File: src/hw/rtl/bilinear_grid_interpolator_macros.svh
// Assertion macros for the bilinear grid interpolator.
`ifndef BILINEAR_GRID_INTERPOLATOR_MACROS_SVH
`define BILINEAR_GRID_INTERPOLATOR_MACROS_SVH

// Same-cycle implication, checked out of reset.
`define BGI_ASSERT_NOW(label, ante, cons, msg) \
	label: assert property (@(posedge clk) disable iff (!arst_n) (ante) |-> (cons)) \
		else $error(msg);

// Next-cycle implication, checked out of reset.
`define BGI_ASSERT_NEXT(label, ante, cons, msg) \
	label: assert property (@(posedge clk) disable iff (!arst_n) (ante) |=> (cons)) \
		else $error(msg);

`endif

File: src/hw/rtl/bgi_pkg.sv
// Shared types and constants for the bilinear grid interpolator.
package bgi_pkg;

	localparam int ROWS_DEF  = 128;
	localparam int COLS_DEF  = 128;
	localparam int FRAC_BITS = 16;
	localparam logic [16:0] ONE_Q16 = 17'h10000;

	typedef logic [3:0][31:0] vals_t;

	typedef struct packed {
		logic        func;
		logic [13:0] entry_index;
		logic [31:0] q2;
		logic [16:0] x;
		logic [31:0] g1p_value;
		logic [31:0] g2p_value;
		logic [31:0] g1n_value;
		logic [31:0] g2n_value;
	} req_t;

	typedef struct packed {
		logic        status;
		logic [31:0] g1p_interp;
		logic [31:0] g2p_interp;
		logic [31:0] g1n_interp;
		logic [31:0] g2n_interp;
	} rsp_t;

	typedef struct packed {
		logic [31:0] q2;
		logic [16:0] x;
		vals_t       g;
	} entry_t;

	typedef enum logic [4:0] {
		ST_IDLE, ST_RD_LO, ST_RD_HI, ST_RD_XH, ST_WAIT_XH, ST_CHK,
		ST_SCAN_R, ST_SCAN_C, ST_RD_QR0, ST_RD_QR1, ST_RD_XC0, ST_RD_XC1,
		ST_RD_V00, ST_RD_V01, ST_RD_V10, ST_RD_V11,
		ST_FRAC_X, ST_DIV_X, ST_FRAC_Q, ST_DIV_Q, ST_BLEND, ST_WAIT_B
	} state_t;

	typedef enum logic [3:0] {
		TG_NONE, TG_LO, TG_HI, TG_XH, TG_ROW, TG_COL, TG_QR0, TG_QR1,
		TG_XC0, TG_XC1, TG_V00, TG_V01, TG_V10, TG_V11
	} tag_t;

endpackage

File: src/hw/rtl/bgi_blend.sv
// Bilinear blend of four corner value sets on one shared multiplier.
module bgi_blend (
	input  logic           clk,
	input  logic           arst_n,
	input  logic           start,
	input  logic [16:0]    tx,
	input  logic [16:0]    tq,
	input  bgi_pkg::vals_t v00,
	input  bgi_pkg::vals_t v01,
	input  bgi_pkg::vals_t v10,
	input  bgi_pkg::vals_t v11,
	output logic           done,
	output bgi_pkg::vals_t res
);

	logic        busy_q;
	logic        done_q;
	logic [1:0]  k_q;
	logic [1:0]  j_q;
	logic        ph_q;

	logic signed [33:0] mul_a;
	logic signed [17:0] mul_b;
	logic signed [51:0] prod_s1;
	logic signed [49:0] a0_q;
	logic signed [50:0] diff_q;
	logic signed [65:0] acc_q;
	logic signed [65:0] sum;
	logic signed [33:0] rnd;
	logic [31:0]        sat;
	bgi_pkg::vals_t     res_q;

	always_comb begin
		case (j_q)
			2'd0: begin
				mul_a = 34'($signed(v01[k_q])) - 34'($signed(v00[k_q]));
				mul_b = $signed({1'b0, tx});
			end
			2'd1: begin
				mul_a = 34'($signed(v11[k_q])) - 34'($signed(v10[k_q]));
				mul_b = $signed({1'b0, tx});
			end
			2'd2: begin
				mul_a = $signed({9'd0, diff_q[24:0]});
				mul_b = $signed({1'b0, tq});
			end
			default: begin
				mul_a = 34'(diff_q >>> 25);
				mul_b = $signed({1'b0, tq});
			end
		endcase
	end

	assign sum = acc_q + (66'(prod_s1) <<< 25) + 66'sd2147483648;
	assign rnd = 34'(sum >>> 32);

	always_comb begin
		if (rnd > 34'sd2147483647) begin
			sat = 32'h7FFF_FFFF;
		end else if (rnd < -34'sd2147483648) begin
			sat = 32'h8000_0000;
		end else begin
			sat = rnd[31:0];
		end
	end

	always_ff @(posedge clk or negedge arst_n) begin
		if (!arst_n) begin
			busy_q <= 1'b0;
			done_q <= 1'b0;
			k_q    <= '0;
			j_q    <= '0;
			ph_q   <= 1'b0;
		end else begin
			done_q <= 1'b0;
			if (start) begin
				busy_q <= 1'b1;
				k_q    <= '0;
				j_q    <= '0;
				ph_q   <= 1'b0;
			end else if (busy_q) begin
				ph_q <= ~ph_q;
				if (ph_q) begin
					j_q <= 2'(j_q + 1'b1);
					if (j_q == 2'd3) begin
						k_q <= 2'(k_q + 1'b1);
						if (k_q == 2'd3) begin
							busy_q <= 1'b0;
							done_q <= 1'b1;
						end
					end
				end
			end
		end
	end

	always_ff @(posedge clk) begin
		if (busy_q && !ph_q) begin
			prod_s1 <= mul_a * mul_b;
		end
		if (busy_q && ph_q) begin
			case (j_q)
				2'd0: a0_q <= (50'($signed(v00[k_q])) <<< 16) + 50'(prod_s1);
				2'd1: diff_q <= (51'($signed(v10[k_q])) <<< 16) + 51'(prod_s1) - 51'(a0_q);
				2'd2: acc_q <= (66'(a0_q) <<< 16) + 66'(prod_s1);
				default: res_q[k_q] <= sat;
			endcase
		end
	end

	assign done = done_q;
	assign res  = res_q;

endmodule

File: config.mk
export PLATFORM = sky130hd
export DESIGN_NAME = bgi_blend
export DESIGN_NICKNAME = d
export VERILOG_FILES = /design/src/hw/rtl/bilinear_grid_interpolator_macros.svh /design/src/hw/rtl/bgi_pkg.sv /design/src/hw/rtl/bgi_blend.sv
export SDC_FILE = /design/constraint.sdc
export NUM_CORES = 2
export LEC_CHECK = 0
export BUFFER_PORTS_ARGS = -buffer_cell sky130_fd_sc_hd__buf_2
export CAP_MARGIN = 20
export CORE_MARGIN = 8
export CORE_UTILIZATION = 25
export DETAILED_ROUTE_END_ITERATION = 8
export PLACE_DENSITY = 0.37
export SLEW_MARGIN = 40
export SYNTH_ARGS = -nofsm -noshare
export SYNTH_HDL_FRONTEND = slang
export SYNTH_SLANG_ARGS = --single-unit
File: constraint.sdc
create_clock -name clk -period 11.9 [get_ports clk]
set_clock_uncertainty 0.05 [all_clocks]
set_input_delay 1.785 -clock clk [delete_from_list [all_inputs] [get_ports clk]]
set_output_delay 1.785 -clock clk [all_outputs]
set_load 0.005 [all_outputs]
# Word level (Yosys, flattened, before mapping)
# Cells that the tools add are included.
totals:
  in_bits: 549
  regBits: 354
  word_cells: 84
  out_inout_bits: 129
op_classes:
  order_cmp: 4
  addsub: 10
  mul: 1
  n_eq_ne: 4
  reduce_logical: 16
  muxes: 34
  bitwise_logic: 2
op_table:
  columns: ["cell", "count"]
  rows:
  - ["binary-select mux 32 bit (select 2 bit)", 4]
  - ["2-to-1 mux 32 bit", 7]
  - ["bitwise mux 128 bit", 1]
  - ["one-hot mux 34 bit (3 select lines)", 1]
  - ["adder 66 x 33 -> 66 bit, second input constant", 1]
  - ["adder 66 x 52 -> 66 bit", 1]
  - ["adder 66 bit", 1]
  - ["subtractor 32 x 32 -> 33 bit", 2]
  - ["demux 32 bit (select 2 bit)", 1]
  - ["multiplier 34 x 18 -> 52 bit", 1]
  - ["adder 48 x 51 -> 51 bit", 1]
  - ["subtractor 51 x 50 -> 51 bit", 1]
  - ["adder 48 x 50 -> 50 bit", 1]
  - ["greater-than comparator 34 x 32 -> 1 bit, second input constant", 1]
  - ["< comparator 34 x 32 -> 1 bit, second input constant", 1]
  - ["2-to-1 mux 17 bit", 1]
  - ["2-to-1 mux 2 bit", 7]
  - ["2-to-1 mux 1 bit", 12]
  - ["AND reduction 2 bit", 5]
  - ["== test 2 bit, second input constant", 3]
  - ["nonzero test 2 bit", 3]
  - ["adder 2 x 1 -> 2 bit, second input constant", 2]
  - ["logical AND 1 bit", 3]
  - ["< comparator 2 x 3 -> 1 bit, second input constant", 1]
  - ["other kinds (8)", 9]

# Logic depth before layout (Yosys ltp)
logic_depth:
  ltp_word: 6
  depth_mapped: 39

# Least setup slack after synthesis
# No wires, ideal clock.
synth_path:
  path_type: "register to register"
  start: "register k_q[0]"
  end: "register prod_s1[51], data pin"
  stages_incl_launch_ff: 38
  slack_ps: 1210
  arrival_time_ps: 10380
  setup_ps: 260
  cell_sequence: "dfrtp_1 clkbuf_1 clkbuf_1 buf_1 mux4_2 ha_1 fa_1 nor2b_1 o31a_1 o221a_1 o31ai_2 a21oi_2 o22a_1 xor2_1 a221oi_1 a31oi_2 buf_2 nand2_1 [... 2 more ...] fa_1 fa_1 fa_1 fa_1 inv_1 fa_1 inv_1 ha_1 a21o_1 a21o_1 a2111oi_2 o31ai_1 a41oi_1 a31oi_1 a221o_1 a221o_1 a21oi_1 xnor2_1"
synth_via:
  elab_chain_len: 5
  elab_cells_between_ends: 12
  cone_classes: "add/sub: 2; mul: 1; mux: 9"
synth_rtl:
  columns: ["item", "line", "rtl"]
  rows:
  - ["start, declared", "bgi_blend.sv:18", "logic [1:0] k_q;"]
  - ["start signal, assigned", "bgi_blend.sv:86", "k_q <= 2'(k_q + 1'b1);"]
  - ["binary-select mux 32 bit (select 2 bit), on equally long branches", "bgi_blend.sv:40, bgi_blend.sv:36", null]
  - ["2-to-1 mux 32 bit, on equally long branches", "bgi_blend.sv:40, bgi_blend.sv:36", null]
  - ["subtractor 32 x 32 -> 33 bit, on equally long branches", "bgi_blend.sv:40, bgi_blend.sv:36", null]
  - ["one-hot mux 34 bit (3 select lines) (*)", "bgi_blend.sv:34", "case (j_q)"]
  - ["multiplier 34 x 18 -> 52 bit (*)", "bgi_blend.sv:99", "prod_s1 <= mul_a * mul_b;"]
  - ["end signal, assigned", "bgi_blend.sv:99", null]
  - ["end, declared", "bgi_blend.sv:24", "logic signed [51:0] prod_s1;"]
# Every way passes the cells marked *; elsewhere a longest branch is shown, timed or not. The select of a mux whose other input is x is not followed.
# A chain may end at the register's enable or synchronous reset.

# Worst setup path after layout
layout_path:
  start: "input port v00[96] (netlist name)"
  end: "register prod_s1[51], data pin"
layout_via:
  elab_chain_len: 5
layout_rtl:
  columns: ["item", "line", "rtl"]
  rows:
  - ["start, declared", "bgi_blend.sv:8", "input bgi_pkg::vals_t v00,"]
  - ["binary-select mux 32 bit (select 2 bit)", "bgi_blend.sv:36", "mul_a = 34'($signed(v01[k_q])) - 34'($signed(v00[k_q]));"]
  - ["2-to-1 mux 32 bit (not written as such)", "bgi_blend.sv:36", null]
  - ["subtractor 32 x 32 -> 33 bit", "bgi_blend.sv:36", null]
  - ["one-hot mux 34 bit (3 select lines)", "bgi_blend.sv:34", null]
  - ["multiplier 34 x 18 -> 52 bit", "bgi_blend.sv:99", null]
# No other way between the ends. The select of a mux whose other input is x is not followed.

==> flow_summary_export.csv <==
group,metric,value,unit
outcome,status,"finished clean",
synthesis,synth_area_per_cell,9.89,um^2
global_routing,antenna_found_initial,42,
cts,cts-hold-fix-buffers,0,
synthesis,syn_nets,6296,
setup_path,critPathLaunchType,"input port",
finish,final_nets,7109,
finish,drive_above_1_share,21.8,%
cts,clockRootBuffer,"clkbuf_16",
route,ant_nets,0,
setup_path,worst-path-max-fanout,16,
cts,htreeDepth,2,
global_routing,grt_pass1_vias,41200,
setup_path,cpPeakStageDelay,0.69,ns
floorplan,dieArea,0.202,mm^2
placement,numPortBuffers,677,
synthesis,synth_compound_area_share,12.2,%
cts,cts.sinks,329,
synthesis,synthCells,4753,
synthesis,synth_cell_types,106,
synthesis,seq_area_frac_synth,20.9,%
floorplan,die_h,450,um
synthesis,synth_top_cell_by_area,"fa_1",
cts,cts_resized,0,
floorplan,start_util,25.1,%
global_routing,overflow,0,
floorplan,die_width,450,um
synthesis,synth_area_leaders,"fa_1, edfxtp_1, ha_1",
setup_path,r2r_slack,0.56,ns
route,wl_per_cell,26.3,um
sta,slew_viol_final,0,
route,drt_iter0_drc,2391,
synthesis,synthFlopType,"edfxtp_1",
cts,cts_setup_buffers,0,
synthesis,synthAdderAreaFrac,35.7,%
placement,gp_congestion,0.894,
finish,final_cells,8094,
synthesis,synth_edf_count,322,
synthesis,ys_ff_latch,329,
route,vias,38600,
placement,dp_hpwl,185000,um
cts,cts_tree,"built",
sta,period_minus_slack,11.52,ns
hold_path,hold_path.class,"flop to flop",
synthesis,synthMuxAreaShare,6.88,%
sta,rsz0062_at_grt,"no",
cts,cts_buffer_depth,3,
global_routing,grt_max_degree,53,
setup_path,crit_family,"adder cells",
setup_path,crit_buf_inv,10,
synthesis,synth_xor_area_share,4.42,%
route,viasPerCell,4.76,
sta,worst_slew_margin_rel,45.2,%
sta,worst_pin_slew,0.817,ns
cts,numCtsBuffers,40,
run,max-cap-violations,0,
synthesis,async_reset_ff_share,2.13,%
sta,fmax,86.8,MHz
synthesis,yosys_warnings,0,
setup_path,crit_path_top_delay_cell,"fa_1",
sta,fin_crit_sh,96.8,%
sta,setup_viol,0,
synthesis,synth_top_area_share,24.6,%
floorplan,core-area,0.187,mm^2
floorplan,rows,159,
global_routing,grt_pass1_wl,304000,um
global_routing,grt_usage,20.4,%
finish,area_growth,20.2,%
route,wl,213000,um
synthesis,yosys.area_share.simple,11.8,%
cts,clk_pin_slew_worst_paths,0.06,ns
sta,final_hold_viol_count,0,
floorplan,num_io_pins,678,
synthesis,synth_top_family_by_area,"adder cells",
route,drc,0,
cts,clk_latency,0.58,ns
route,detail_route.first_pass.iterations,6,
synthesis,netlist_area,0.0470,mm^2
setup_path,crit_top_cell,"fa_1",
setup_path,arrival,11.75,ns
setup_path,cp-end-kind,"flop",
setup_path,required,12.13,ns
placement,dp_cells,8019,
setup_path,critical_path_class,"input port to flop",
==> state kept, by name, summed over array words and instances, names as in the netlist, 2 cells and up <==
register,cells
a0_q,50
acc_q,41
k_q,2
prod_s1,52
diff_q,51
j_q,2
res,128
==> final timing paths <==
kind / start / cells past startpoint / end
worst max-delay path: v00[96] / 38 / prod_s1[51]$_DFFE_PP_
worst min-delay path: prod_s1[0]$_DFFE_PP_ / 0 / a0_q[0]$_DFFE_PP_
worst max register to register: k_q[1]$_DFFE_PN0P_ / 38 / prod_s1[51]$_DFFE_PP_
worst min register to register: prod_s1[0]$_DFFE_PP_ / 0 / a0_q[0]$_DFFE_PP_
max in group asynchronous: arst_n / 1 / k_q[0]$_DFFE_PN0P_
min in group asynchronous: arst_n / 1 / k_q[1]$_DFFE_PN0P_
==> metrics by stage <==
step	hold slack [ns]	setup slack (ns)	TNS (ns)	instance area (um^2)	util (%)
finish	0.470	0.380	0	56500	30.2
global route	0.504	0.0207	0	56500	30.2
CTS	0.484	0.349	0	56500	30.2
detailed placement	0.468	-0.231	-0.426	55200	29.5
global placement	0.461	-0.309	-0.759	55100	29.5
floorplan	0.401	1.21	0	47000	-
==> placed cells by master (no fill, tap or decap), types with 80 or more instances in the layout <==
cell / count
inv_1: 855
buf_2: 677
fa_1: 578
nand2_1: 431
ha_1: 414
edfxtp_1: 322
a21oi_1: 243
nor2_1: 240
buf_4: 222
xnor2_1: 167
o21ai_0: 160
mux4_2: 128
a21o_1: 122
and2_1: 80
==> synth_stat cells (62+ instances only) <==
library cell / number
inv_1: 856
ha_1: 416
a21o_1: 122
clkbuf_1: 113
mux4_2: 128
and2_1: 80
nor2_1: 244
xor2_1: 70
nand2b_1: 62
xnor2_1: 167
nand3_1: 67
fa_1: 578
o21ai_0: 160
nor2b_1: 77
a21oi_1: 244
edfxtp_1: 322
nand2_1: 431
==> layout make-up <==
type                            count  area [um^2]
Antenna cell                        7         17.5
Clock buffer                       52         1070
Clock inverter                     16          185
Fill cell                       19700       131000
Inverter                          856         3210
Multi-Input combinational cell   3414        33500
Sequential cell                   329         9850
Tap cell                         2495         3120
Timing Repair Buffer              925         5570
==> logic make-up (layout without fill, tap and decap cells) <==
logic type | after synthesis | in the layout
simple gates | 1163 | 1163
compound gates | 859 | 859
xor+xnor | 237 | 237
mux | 161 | 161
fa+ha+maj | 994 | 994
buf+inv | 1010 | 1849
flops | 329 | 329
other cells | 0 | 7
==> per-layer routing <==
| metal | vias up | share of wire [%] | track usage, % | wire length (um) |
|---|---|---|---|---|
| met2 | 963 | 49 | 36.0 | 105000 |
| li1 | 17600 | - | - | - |
| met1 | 19700 | 44 | 26.9 | 92800 |
| met4 | 8 | 3.2 | 5.33 | 6720 |
| met5 | - | 0.020 | 0 | 43 |
| met3 | 204 | 3.8 | 1.74 | 8000 |
Power is not shown: default switching activity piles up to over one toggle a cycle in this logic, so the estimate is an artifact.
