<file path="config.mk">
export PLATFORM = sky130hd
export DESIGN_NAME = bgi_div
export DESIGN_NICKNAME = d
export VERILOG_FILES = /design/src/hw/rtl/bilinear_grid_interpolator_macros.svh /design/src/hw/rtl/bgi_pkg.sv /design/src/hw/rtl/bgi_div.sv
export SDC_FILE = /design/constraint.sdc
export NUM_CORES = 1
export LEC_CHECK = 0
export ABC_CLOCK_PERIOD_IN_PS = 4650
export BUFFER_PORTS_ARGS = -buffer_cell sky130_fd_sc_hd__buf_2
export CORE_MARGIN = 1
export CORE_UTILIZATION = 59
export CTS_BUF_LIST = sky130_fd_sc_hd__clkbuf_4 sky130_fd_sc_hd__clkbuf_8
export DETAILED_ROUTE_END_ITERATION = 16
export PLACE_DENSITY = 0.89
export SYNTH_ARGS = -nofsm -noshare
export SYNTH_HDL_FRONTEND = slang
export SYNTH_SLANG_ARGS = --single-unit
</file>
<file path="constraint.sdc">
create_clock -name clk -period 4.65 [get_ports clk]
set_input_delay 0.6975 -clock clk [delete_from_list [all_inputs] [get_ports clk]]
set_output_delay 0.6975 -clock clk [all_outputs]
set_load 0.02 [all_outputs]
</file>
<file path="src/hw/rtl/bilinear_grid_interpolator_macros.svh">
// Assertion macros for the bilinear grid interpolator.
`ifndef BILINEAR_GRID_INTERPOLATOR_MACROS_SVH
`define BILINEAR_GRID_INTERPOLATOR_MACROS_SVH

// Same-cycle implication, checked out of reset.
`define BGI_ASSERT_NOW(label, ante, cons, msg) \
	label: assert property (@(posedge clk) disable iff (!arst_n) (ante) |-> (cons)) \
		else $error(msg);

// Next-cycle implication, checked out of reset.
`define BGI_ASSERT_NEXT(label, ante, cons, msg) \
	label: assert property (@(posedge clk) disable iff (!arst_n) (ante) |=> (cons)) \
		else $error(msg);

`endif

</file>
<file path="src/hw/rtl/bgi_pkg.sv">
// Shared types and constants for the bilinear grid interpolator.
package bgi_pkg;

	localparam int ROWS_DEF  = 128;
	localparam int COLS_DEF  = 128;
	localparam int FRAC_BITS = 16;
	localparam logic [16:0] ONE_Q16 = 17'h10000;

	typedef logic [3:0][31:0] vals_t;

	typedef struct packed {
		logic        func;
		logic [13:0] entry_index;
		logic [31:0] q2;
		logic [16:0] x;
		logic [31:0] g1p_value;
		logic [31:0] g2p_value;
		logic [31:0] g1n_value;
		logic [31:0] g2n_value;
	} req_t;

	typedef struct packed {
		logic        status;
		logic [31:0] g1p_interp;
		logic [31:0] g2p_interp;
		logic [31:0] g1n_interp;
		logic [31:0] g2n_interp;
	} rsp_t;

	typedef struct packed {
		logic [31:0] q2;
		logic [16:0] x;
		vals_t       g;
	} entry_t;

	typedef enum logic [4:0] {
		ST_IDLE, ST_RD_LO, ST_RD_HI, ST_RD_XH, ST_WAIT_XH, ST_CHK,
		ST_SCAN_R, ST_SCAN_C, ST_RD_QR0, ST_RD_QR1, ST_RD_XC0, ST_RD_XC1,
		ST_RD_V00, ST_RD_V01, ST_RD_V10, ST_RD_V11,
		ST_FRAC_X, ST_DIV_X, ST_FRAC_Q, ST_DIV_Q, ST_BLEND, ST_WAIT_B
	} state_t;

	typedef enum logic [3:0] {
		TG_NONE, TG_LO, TG_HI, TG_XH, TG_ROW, TG_COL, TG_QR0, TG_QR1,
		TG_XC0, TG_XC1, TG_V00, TG_V01, TG_V10, TG_V11
	} tag_t;

endpackage

</file>
<file path="src/hw/rtl/bgi_div.sv">
// Restoring divider producing a Q0.16 fraction one bit per cycle.
module bgi_div (
	input  logic        clk,
	input  logic        arst_n,
	input  logic        start,
	input  logic [31:0] num,
	input  logic [31:0] den,
	output logic        busy,
	output logic        done,
	output logic [bgi_pkg::FRAC_BITS-1:0] quo
);

	localparam int CNTW = $clog2(bgi_pkg::FRAC_BITS + 1);

	logic [31:0]   rem_q;
	logic [31:0]   den_q;
	logic [bgi_pkg::FRAC_BITS-1:0] quo_q;
	logic [CNTW-1:0] cnt_q;
	logic          busy_q;
	logic          done_q;
	logic [32:0]   rem2;
	logic          ge;

	assign rem2 = {rem_q, 1'b0};
	assign ge   = rem2 >= {1'b0, den_q};

	always_ff @(posedge clk or negedge arst_n) begin
		if (!arst_n) begin
			busy_q <= 1'b0;
			done_q <= 1'b0;
			cnt_q  <= '0;
		end else begin
			done_q <= 1'b0;
			if (start) begin
				busy_q <= 1'b1;
				cnt_q  <= '0;
			end else if (busy_q) begin
				cnt_q <= CNTW'(cnt_q + 1'b1);
				if (cnt_q == CNTW'(bgi_pkg::FRAC_BITS - 1)) begin
					busy_q <= 1'b0;
					done_q <= 1'b1;
				end
			end
		end
	end

	always_ff @(posedge clk) begin
		if (start) begin
			rem_q <= num;
			den_q <= den;
			quo_q <= '0;
		end else if (busy_q) begin
			rem_q <= ge ? 32'(rem2 - {1'b0, den_q}) : rem2[31:0];
			quo_q <= {quo_q[bgi_pkg::FRAC_BITS-2:0], ge};
		end
	end

	assign busy = busy_q;
	assign done = done_q;
	assign quo  = quo_q;

endmodule

</file>
==> Word-level counts from Yosys, hierarchy flattened <==
Index checks and enable logic that the tools add are counted.
{ "totals": {"ff_bits": 87, "out_inout_bits": 18, "word_cells": 22} }
{ "classes": {"order_cmp": 1, "muxes": 11, "addsub": 2, "n_reduce_logical": 1, "eq_ne": 1} }
{ "op_table": {"columns": ["cell", "count"], "rows": [
  ["$mux 32", 3],
  ["$ge 33x32->1", 1],
  ["$sub 32x32->32", 1],
  ["$mux 5", 2],
  ["$mux 1", 6],
  ["$add 5x1->5 const B", 1],
  ["$eq 5x4->1 const B", 1],
  ["$reduce_bool 2->1", 1]
]} }

==> Logic depth before layout (Yosys ltp) <==
Gate-level depths: netlist (run 1).
{ "depth": {"depth_word": 4, "depth_mapped": 13} }

==> Worst setup path after synthesis (run 1) <==
Ideal clock, no wire load.
{ "synth_timing": {"path_type": "flip-flop to flip-flop", "start": "reg rem_q[7]", "end": "reg rem_q[26], data pin", "path_slack_ps": 1906, "arrival_time_ps": 2483, "synth_period_minus_slack_ps": 2744, "path_stages_with_launch": 12, "required_ps": 4389, "cell_sequence": "edfxtp_1 -> ha_1 -> buf_6 -> a21o_1 -> o21bai_1 -> a311oi_2 -> o211ai_2 -> o22ai_4 -> o41a_4 -> buf_6 -> nor2_1 -> a221o_1"} }
{ "synth_via": {"elab_chain_len": 4, "elab_cells_between_ends": 5, "classes_between": "add/sub (1); order compare (1); mux (3)"} }
{ "synth_lines": {"columns": ["element", "line", "rtl"], "rows": [
  ["from (decl)", "bgi_div.sv:15", "logic [31:0] rem_q;"],
  ["from (signal assigned)", "bgi_div.sv:49", "rem_q <= num;"],
  ["from (signal assigned)", "bgi_div.sv:53", "rem_q <= ge ? 32'(rem2 - {1'b0, den_q}) : rem2[31:0];"],
  ["$sub 32x32->32 / $ge 33x32->1 (equally long branches)", "bgi_div.sv:53, bgi_div.sv:25", null],
  ["$mux 32 (*)", "bgi_div.sv:53", null],
  ["$mux 32 (*)", "bgi_div.sv:52", "end else if (busy_q) begin"],
  ["$mux 32 (*)", "bgi_div.sv:48", "if (start) begin"]
]} }
Every way passes the cells marked *; elsewhere a longest branch is shown, timed or not. The select of a mux whose other input is x is not followed.
A chain may end at the register's enable or synchronous reset.

==> Worst setup path in the final report (run 1) <==
{ "layout_timing": {"start": "reg rem_q[7]", "end": "reg rem_q[6], data pin"} }
{ "layout_via": {"elab_chain_len": 4} }
{ "layout_lines": {"columns": ["element", "line", "rtl"], "rows": [
  ["$ge 33x32->1", "bgi_div.sv:25", "assign ge = rem2 >= {1'b0, den_q};"],
  ["$mux 32", "bgi_div.sv:53", null],
  ["$mux 32", "bgi_div.sv:52", null],
  ["$mux 32", "bgi_div.sv:48", null]
]} }
No other way between the ends. The select of a mux whose other input is x is not followed.

==> impl_metrics.json, run 1 <==
{
  "fin_skew_ns": 0.0150,
  "most-common-layout-cells": "buf_2, edfxtp_1, a21oi_1",
  "gr-total-overflow": 0,
  "hold_ws_ns": 0.156,
  "ys_seq_elements": 87,
  "cp.arrival_ns": 3.33,
  "cp_max_fo": 38,
  "synth-seq-area-share_pct": 45.3,
  "numCtsBuffers": 9,
  "wl_mm": 11.1,
  "ys_types": 64,
  "port_buffers": 84,
  "fill_cells": 657,
  "synth-edff-count": 64,
  "synthFlopType": "edfxtp_1",
  "fin_cells": 714,
  "synth_nets": 627,
  "cts.repair.resized": 0,
  "slew_headroom_pct": 42.3,
  "chipWidth_um": 97.2,
  "syn_inst": 525,
  "dr_wl_met3_um": 686,
  "ant_nets": 0,
  "dp_hpwl_mm": 8.00,
  "drt_iter0_drc": 248,
  "core_area_um2": 8760,
  "wl_per_cell_um": 15.6,
  "clkSinkCount": 87,
  "postCtsHoldBufs": 0,
  "grt_max_degree": 89,
  "io_pins": 85,
  "top_layer_used": "met4",
  "drc": 0,
  "min_period_over_period_pct": 70.0,
  "worstSetupEndpointType": "register",
  "max_freq_mhz": 307,
  "htree_num_levels": 3,
  "synth_area_per_cell_um2": 10.2,
  "powerDensity_nw_per_um2": 605,
  "status": "completed",
  "layout_min_cycle_time_ns": 3.26,
  "finalSetupViolations": 0,
  "clock-root-buffer": "clkbuf_8",
  "r2r_slack_ns": 1.39,
  "area_growth_pct": 11.9,
  "r2r-end": "rem_q[6]",
  "vias": 4135,
  "dieArea_um2": 9440,
  "synthTopCellsByArea": "edfxtp_1, ha_1, dfxtp_1",
  "grt_pass1_vias": 4350,
  "setup.worst_path.class": "reg -> reg",
  "rsz0062_at_grt": "false",
  "multi_input_area_um2": 2630,
  "clock_path_buffers": 2,
  "tns_ns": 0,
  "clk_latency_ns": 0.37,
  "slew_viol_final": 0,
  "yosys.area.top_type": "edfxtp_1",
  "drive_gt1_share_pct": 21.9,
  "cts_setup_buffers": 0,
  "grt_first_pass_wirelength_mm": 19.3,
  "nNetsFinal": 703,
  "cts_tree": "done",
  "groute.usage.overall_pct": 24.8,
  "place.gp.congestion": 0.890,
  "yosysWarnings": 0,
  "dr_wl_met2_mm": 5.40,
  "via_per_inst": 5.79,
  "worstReg2RegStart": "rem_q[7]",
  "start_util_pct": 61.0,
  "hold_viol_final": 0,
  "hp-class": "in -> async",
  "clk_pin_slew_ns": 0.10,
  "worstSetupStartpointType": "register",
  "dp.cells": 698,
  "worst_slew_pin_slew_ns": 0.865,
  "critPathRequiredTime_ns": 4.73,
  "cap_viol_max_count": 0,
  "leakagePower_uw": 0.00277,
  "wl_met1_mm": 4.78,
  "async_flop_share_pct": 8.05,
  "num_rows": 34,
  "synth_top_area_share_pct": 36.0,
  "mostFrequentLayoutCell": "buf_2",
  "reg2reg_depth": 10,
  "irDropWorstVdd_v": 0.000266,
  "die_h_um": 97.2,
  "fin_util_pct": 68.2,
  "seqCellArea_um2": 2420,
  "antenna_cells": 0,
  "antenna_found_initial": 0,
  "dr.pass1.iters": 4,
  "cp-startpoint": "rem_q[7]",
  "netlist_area_um2": 5340
}
worst max-delay path, stage by stage (launching register included):
cell      delay (ns)
edfxtp_1        0.40
ha_1            0.42
a21o_1          0.23
o21bai_1        0.17
a311oi_2        0.32
o211ai_2        0.20
o22ai_4         0.29
o41a_4          0.47
nor2_1          0.11
a211oi_1        0.27
a21oi_1         0.10
kinds of logic (layout without fill, tap and decap cells):
kind of cell	after synthesis	count (layout)	synth area share, %
and+or+nand+nor	141	141	12.8
xor gates and xnor gates	26	26	4.26
buffers and inverters	67	148	5.43
AOI/OAI and AO/OA	146	146	19.5
muxes	23	23	4.40
DFF	87	87	45.3
adders and majority gates	35	35	8.34
per-stage QoR:
stage               worst slack [ns]  cell area, µm²  power (µW)
floorplan                       1.91            5340        2740
detailed placement              1.42            5800        3090
finish                          1.39            5980        3610
global placement                1.53            5800        3010
global route                    1.19            5980        3880
CTS                             1.41            5980        3600
cell usage after synthesis, drive strengths merged (6+ instances only):
| cell | count |
|---|---|
| nand2b | 6 |
| nor2 | 45 |
| clkbuf | 10 |
| edfxtp | 64 |
| dfrtp | 7 |
| a31oi | 7 |
| xor2 | 8 |
| nor2b | 13 |
| o21bai | 6 |
| inv | 45 |
| a21oi | 55 |
| a21o | 15 |
| mux2i | 19 |
| buf | 12 |
| o21ai | 19 |
| ha | 34 |
| nor3 | 9 |
| dfxtp | 16 |
| xnor2 | 18 |
| nand2 | 40 |
| a211oi | 17 |
sequential cells by signal (all words and copies together) (netlist names):
| signal | cells |
|---|---|
| busy | 1 |
| done | 1 |
| quo | 16 |
| den_q | 32 |
| rem_q | 32 |
| cnt_q | 5 |
where the power goes:
group          internal (µW)  switching [µW]
Sequential              1060            96.1
Clock                    203             286
Combinational            831            1140
Total                   2090            1520
worst max-delay path by stage:
stage | endpoint | slack [ns]
final | rem_q[6] | 1.39
after detailed placement | rem_q[11] | 1.42
after global placement | rem_q[8] | 1.53
after global routing | rem_q[2] | 1.19
after CTS | rem_q[11] | 1.41
after floorplan | rem_q[26] | 1.91
per-layer routing:
layer	track usage [%]	up-vias
met5	0	-
met4	10.8	0
met3	5.68	26
met2	42.4	128
met1	29.9	1940
li1	-	2041
final cells by class:
type,instances,area share (%)
Tap cell,108,2.26
Multi-Input combinational cell,371,44.1
Inverter,45,2.83
Timing Repair Buffer,87,7.45
Clock inverter,6,0.733
Clock buffer,10,2.20
Sequential cell,87,40.5
No activity file was read; power rests on OpenSTA's default activity.
==> run 2: changes to the inputs <==
- ABC_AREA: not set -> 1
- ABC_CLOCK_PERIOD_IN_PS: 4650 -> 3000
- PLACE_DENSITY: 0.89 -> 0.87
- clock period: 4.65 -> 3 ns (I/O delays scaled with it)
==> impl_metrics.json, run 2 <==
{
  "status": "completed",
  "final_area_um2": 7110,
  "min_period_over_period_pct": 89.3,
  "yosysWarnings": 0,
  "gr-total-overflow": 0,
  "drive_gt1_share_pct": 13.6,
  "cpMostUsedCell": "nand2_1",
  "clkSinkCount": 87,
  "antenna_cells": 0,
  "most-common-layout-cells": "nand2_1, inv_1, buf_2",
  "nNetsFinal": 1093,
  "irDropWorstVdd_v": 0.000504,
  "dp.cells": 1115,
  "max_freq_mhz": 373,
  "hold_viol_final": 0,
  "drc": 0,
  "crit_slowest_cell": "edfxtp_1",
  "tns_ns": 0,
  "powerDensity_nw_per_um2": 885,
  "wl_mm": 16.4,
  "rsz0062_at_grt": "false",
  "htree_num_levels": 3,
  "synth_nets": 1009,
  "slew_headroom_pct": 48.4,
  "yosys.area.top_type": "edfxtp_1",
  "grt_pass1_vias": 5694,
  "die_h_um": 106,
  "slew_viol_final": 0,
  "start_util_pct": 61.3,
  "numCtsBuffers": 9,
  "dieArea_um2": 11200,
  "synth-seq-area-share_pct": 38.0,
  "num_rows": 37,
  "top_layer_used": "met4",
  "worstSetupStartpointType": "register",
  "clk_latency_ns": 0.38,
  "worst_slew_pin_slew_ns": 0.774,
  "cp.arrival_ns": 2.82,
  "io_pins": 85,
  "slowest_delay_ns": 0.41,
  "critPathRequiredTime_ns": 3.14,
  "clock_path_buffers": 2,
  "layout_min_cycle_time_ns": 2.68,
  "fin_util_pct": 68.6,
  "wl_met1_mm": 7.08,
  "cts_setup_buffers": 0,
  "hp-class": "in -> reg",
  "dr.pass1.iters": 7,
  "worstSetupEndpointType": "register",
  "cap_viol_max_count": 0,
  "place_ws_ns": 0.363,
  "via_per_inst": 5.17,
  "finalSetupViolations": 0,
  "ys_seq_elements": 87,
  "placed_area_um2": 6900,
  "drt_iter0_drc": 460,
  "cp_max_fo": 13,
  "synth_top_area_share_pct": 30.2,
  "cts_tree": "done",
  "yosys-top-cells-count": "nand2_1, inv_1, nand3_1",
  "wl_per_cell_um": 14.5,
  "place.gp.congestion": 0.967,
  "fin_skew_ns": 0.0102,
  "synth_area_per_cell_um2": 7.01,
  "vias": 5855,
  "leakagePower_uw": 0.00388,
  "synthFlopType": "edfxtp_1",
  "synth_most_common_cell": "nand2_1",
  "grt_max_degree": 69,
  "setup.worst_path.class": "reg -> reg",
  "ant_nets": 0,
  "grt_first_pass_wirelength_mm": 26.8,
  "mostFrequentLayoutCell": "nand2_1",
  "syn_inst": 907,
  "clock-root-buffer": "clkbuf_8",
  "groute.usage.overall_pct": 30.9,
  "ys_types": 37,
  "dr_wl_met3_mm": 1.37,
  "synthTopCellsByArea": "edfxtp_1, nand2_1, inv_1",
  "dr_wl_met2_mm": 7.76,
  "setup_slack_ns": 0.320,
  "fin_cells": 1132,
  "core_area_um2": 10400,
  "cp_cell_sequence": "ha_1 -> a21oi_1 -> nand2_1 -> a21oi_1 -> nand2_1 -> nor2_4 -> buf_4 -> nand3b_1 -> nand3_1 -> nand2_1",
  "netlist_area_um2": 6360,
  "port_buffers": 84,
  "antenna_found_initial": 0,
  "area_growth_pct": 11.8,
  "async_flop_share_pct": 8.05,
  "synth-edff-count": 64,
  "chipWidth_um": 106,
  "clk_pin_slew_ns": 0.10,
  "dp_hpwl_mm": 12.3
}
## run 2: cell families after synthesis
group | synth area share [%]
AOI/OAI and AO/OA | 4.11
xor gates and xnor gates | 1.93
adders and majority gates | 7.01
buffers and inverters | 13.1
DFF | 38.0
and+or+nand+nor | 35.9
## run 2: where the power goes
part	internal (µW)	switching [µW]	leakage, µW	total, µW
Sequential	1610	137	0.000878	1750
Clock	331	514	0.000103	844
Combinational	1310	2390	0.00290	3700
## run 2: area by class of cell
type,count,area [µm²]
clock buffer,9,124
multi-input combinational,611,3110
tap,136,170
fill,906,3260
clock inverter,7,73.8
sequential,87,2420
timing repair buffer,93,503
inverter,189,709
## run 2: path summary, 6_finish.rpt
| kind | cells after the start | end | start | slack (ns) |
|---|---|---|---|---|
| max | 10 | rem_q[20] | rem_q[27] | 0.32 |
| min | 1 | den_q[30] | den[30] | 0.24 |
| max reg2reg | 10 | rem_q[20] | rem_q[27] | 0.32 |
| min reg2reg | 2 | quo[4] | quo[4] | 0.49 |
| max in group asynchronous | 2 | cnt_q[3] | arst_n | 2.42 |
| min in group asynchronous | 2 | cnt_q[1] | arst_n | 0.42 |
## run 2: critical path, delay by kind of cell, from the launching register on
family / cells / cell delay [ns]
flops: 1 / 0.41
buf+inv: 1 / 0.31
fa+ha+maj: 1 / 0.39
simple gates: 6 / 0.88
compound gates: 2 / 0.45
## run 2: per-layer routing
metal / vias to the layer above / track usage (%)
met5: - / 0
met4: 0 / 8.83
met3: 17 / 5.44
met2: 217 / 51.4
met1: 2637 / 41.1
li1: 2984 / -
## run 2: timing repair
action	4_1_cts	5_1_grt
endpoints found under the hold margin	7	0
hold buffers	1	0
resized for setup	0	0
setup endpoints to repair	0	0
## run 2: through the flow
stage	hold WS [ns]	total power [µW]
2_1_floorplan	0.154	4530
3_3_place_gp	0.292	5300
3_5_place_dp	0.287	5380
4_1_cts	0.221	6240
5_1_grt	0.223	6820
6_report	0.238	6290
==> run 3: changes to the inputs <==
==> constraint.sdc (replaced) <==
create_clock -name clk -period 3 [get_ports clk]
set_input_delay 0.75 -clock clk [delete_from_list [all_inputs] [get_ports clk]]
set_output_delay 0.75 -clock clk [all_outputs]
set_load 0.02 [all_outputs]
==> impl_metrics.json, run 3 (synthesized netlist as in run 2, its figures left out) <==
{
  "wl_mm": 15.7,
  "netSwitchingPower_uw": 2990,
  "pwr-share-clk_pct": 13.6,
  "most-common-layout-cells": "nand2_1, inv_1, buf_2",
  "clock_path_buffers": 2,
  "max_freq_mhz": 380,
  "drc": 0,
  "port_buffers": 84,
  "irDropWorstVdd_v": 0.000437,
  "grt_first_pass_wirelength_mm": 26.0,
  "slew_viol_final": 0,
  "gr-total-overflow": 0,
  "worstSetupStartpointType": "register",
  "fin_skew_ns": 0.00891,
  "cts.repair.resized": 0,
  "layout_min_cycle_time_ns": 2.63,
  "core_area_um2": 10400,
  "fill_cells": 936,
  "start_util_pct": 61.3,
  "dp_hpwl_mm": 12.0,
  "vias": 5876,
  "cts_tree": "done",
  "ant_nets": 0,
  "clkSinkCount": 87,
  "dr.pass1.iters": 5,
  "critPathRequiredTime_ns": 3.15,
  "min_period_over_period_pct": 87.7,
  "nNetsFinal": 1091,
  "seqCellArea_um2": 2420,
  "groute.usage.overall_pct": 29.8,
  "worstSetupEndpointType": "register",
  "p_int_uw": 3240,
  "postCtsHoldBufs": 0,
  "grt_max_degree": 69,
  "drive_gt1_share_pct": 13.5,
  "multi_input_area_um2": 3110,
  "powerDensity_nw_per_um2": 879,
  "p_comb_share_pct": 58.5,
  "dieArea_um2": 11200,
  "setup.worst_path.class": "reg -> reg",
  "chipWidth_um": 106,
  "clk_pin_slew_ns": 0.10,
  "grt_pass1_vias": 5536,
  "finalSetupViolations": 0,
  "rsz0062_at_grt": "false",
  "hold_viol_final": 0,
  "cap_viol_max_count": 0,
  "slew_headroom_pct": 49.0,
  "cts_setup_buffers": 0,
  "hold_ws_ns": 0.170,
  "area_growth_pct": 11.5,
  "numCtsBuffers": 9,
  "io_pins": 85,
  "mostFrequentLayoutCell": "nand2_1",
  "leakagePower_uw": 0.00386,
  "die_h_um": 106,
  "htree_num_levels": 3,
  "status": "completed",
  "tns_ns": 0,
  "cp_max_fo": 13,
  "clock-root-buffer": "clkbuf_8",
  "worst_slew_pin_slew_ns": 0.765,
  "place.gp.congestion": 0.956,
  "swShare_pct": 47.9,
  "num_rows": 37,
  "drt_iter0_drc": 411,
  "clk_latency_ns": 0.39,
  "hp-class": "in -> async",
  "via_per_inst": 5.20,
  "wl_per_cell_um": 13.9,
  "power_frac_seq_pct": 27.9,
  "cp.arrival_ns": 2.79,
  "antenna_found_initial": 0,
  "antenna_cells": 0
}
[run 3: changes by cell type in the layout (fill, tap and decap cells not counted)]
cell and change:
inv_8 -2, dlygate4sd3_1 -1, inv_6 +2, clkinv_8 -1
inv_12 +1, buf_4 -1
[run 3: power by group through the flow]
stage	sequential [µW]	combinational [µW]	clock, µW
after floorplan	1730	2800	0
after global placement	1750	3530	0
after detailed placement	1760	3560	0
after CTS	1740	3590	845
after global routing	1770	4090	891
final	1740	3640	846
[run 3: cell type report]
cell class | count | area share [%]
repair buffers | 91 | 6.85
multi-input cells | 611 | 43.9
clock buffers | 9 | 1.75
well taps | 136 | 2.40
flip-flops and latches | 87 | 34.1
clock inverters | 7 | 0.971
inverters | 189 | 10.0
[run 3: critical path: stages (launching register included)]
cell and delay [ns]:
edfxtp_1 0.40, ha_1 0.40, nand2_1 0.10, nand2_1 0.10, a21oi_2 0.18, nand2_1 0.09
nand2_1 0.07, nand2_1 0.09, nor2_4 0.41, buf_4 0.25, nand3_2 0.07, nand2_1 0.08
clkinv_1 0.06, nand2_1 0.05, nand2_1 0.05
[run 3: through the flow]
stage	utilization, %	std cells	total power [µW]	setup WS [ns]	cell area, µm²
global route	68.3	1130	6750	0.191	7090
detailed placement	66.5	1114	5330	0.397	6890
finish	68.3	1130	6230	0.369	7090
floorplan	-	907	4530	0.175	6360
CTS	68.3	1130	6170	0.376	7090
global placement	66.5	1114	5280	0.399	6890
[run 3: path summary, 6_finish.rpt]
path / from / endpoint / slack (ns) / depth (start not counted)
worst max-delay path: rem_q[21] / rem_q[30] / 0.37 / 14
worst min-delay path: arst_n / cnt_q[4] / 0.17 / 1
worst max register to register: rem_q[21] / rem_q[30] / 0.37 / 14
worst min register to register: quo[4] / quo[4] / 0.50 / 2
max in group asynchronous: arst_n / busy / 2.67 / 1
min in group clk: quo[4] / quo[4] / 0.50 / 2
[run 3: layer usage]
metal	vias up	track usage, %	routed length [µm]	share of wire, %
li1	2982	-	-	-
met1	2670	40.8	7250	46
met2	206	48.9	7130	45
met3	18	4.39	1050	6.7
met4	0	8.83	265	1.7
met5	-	0	0	0
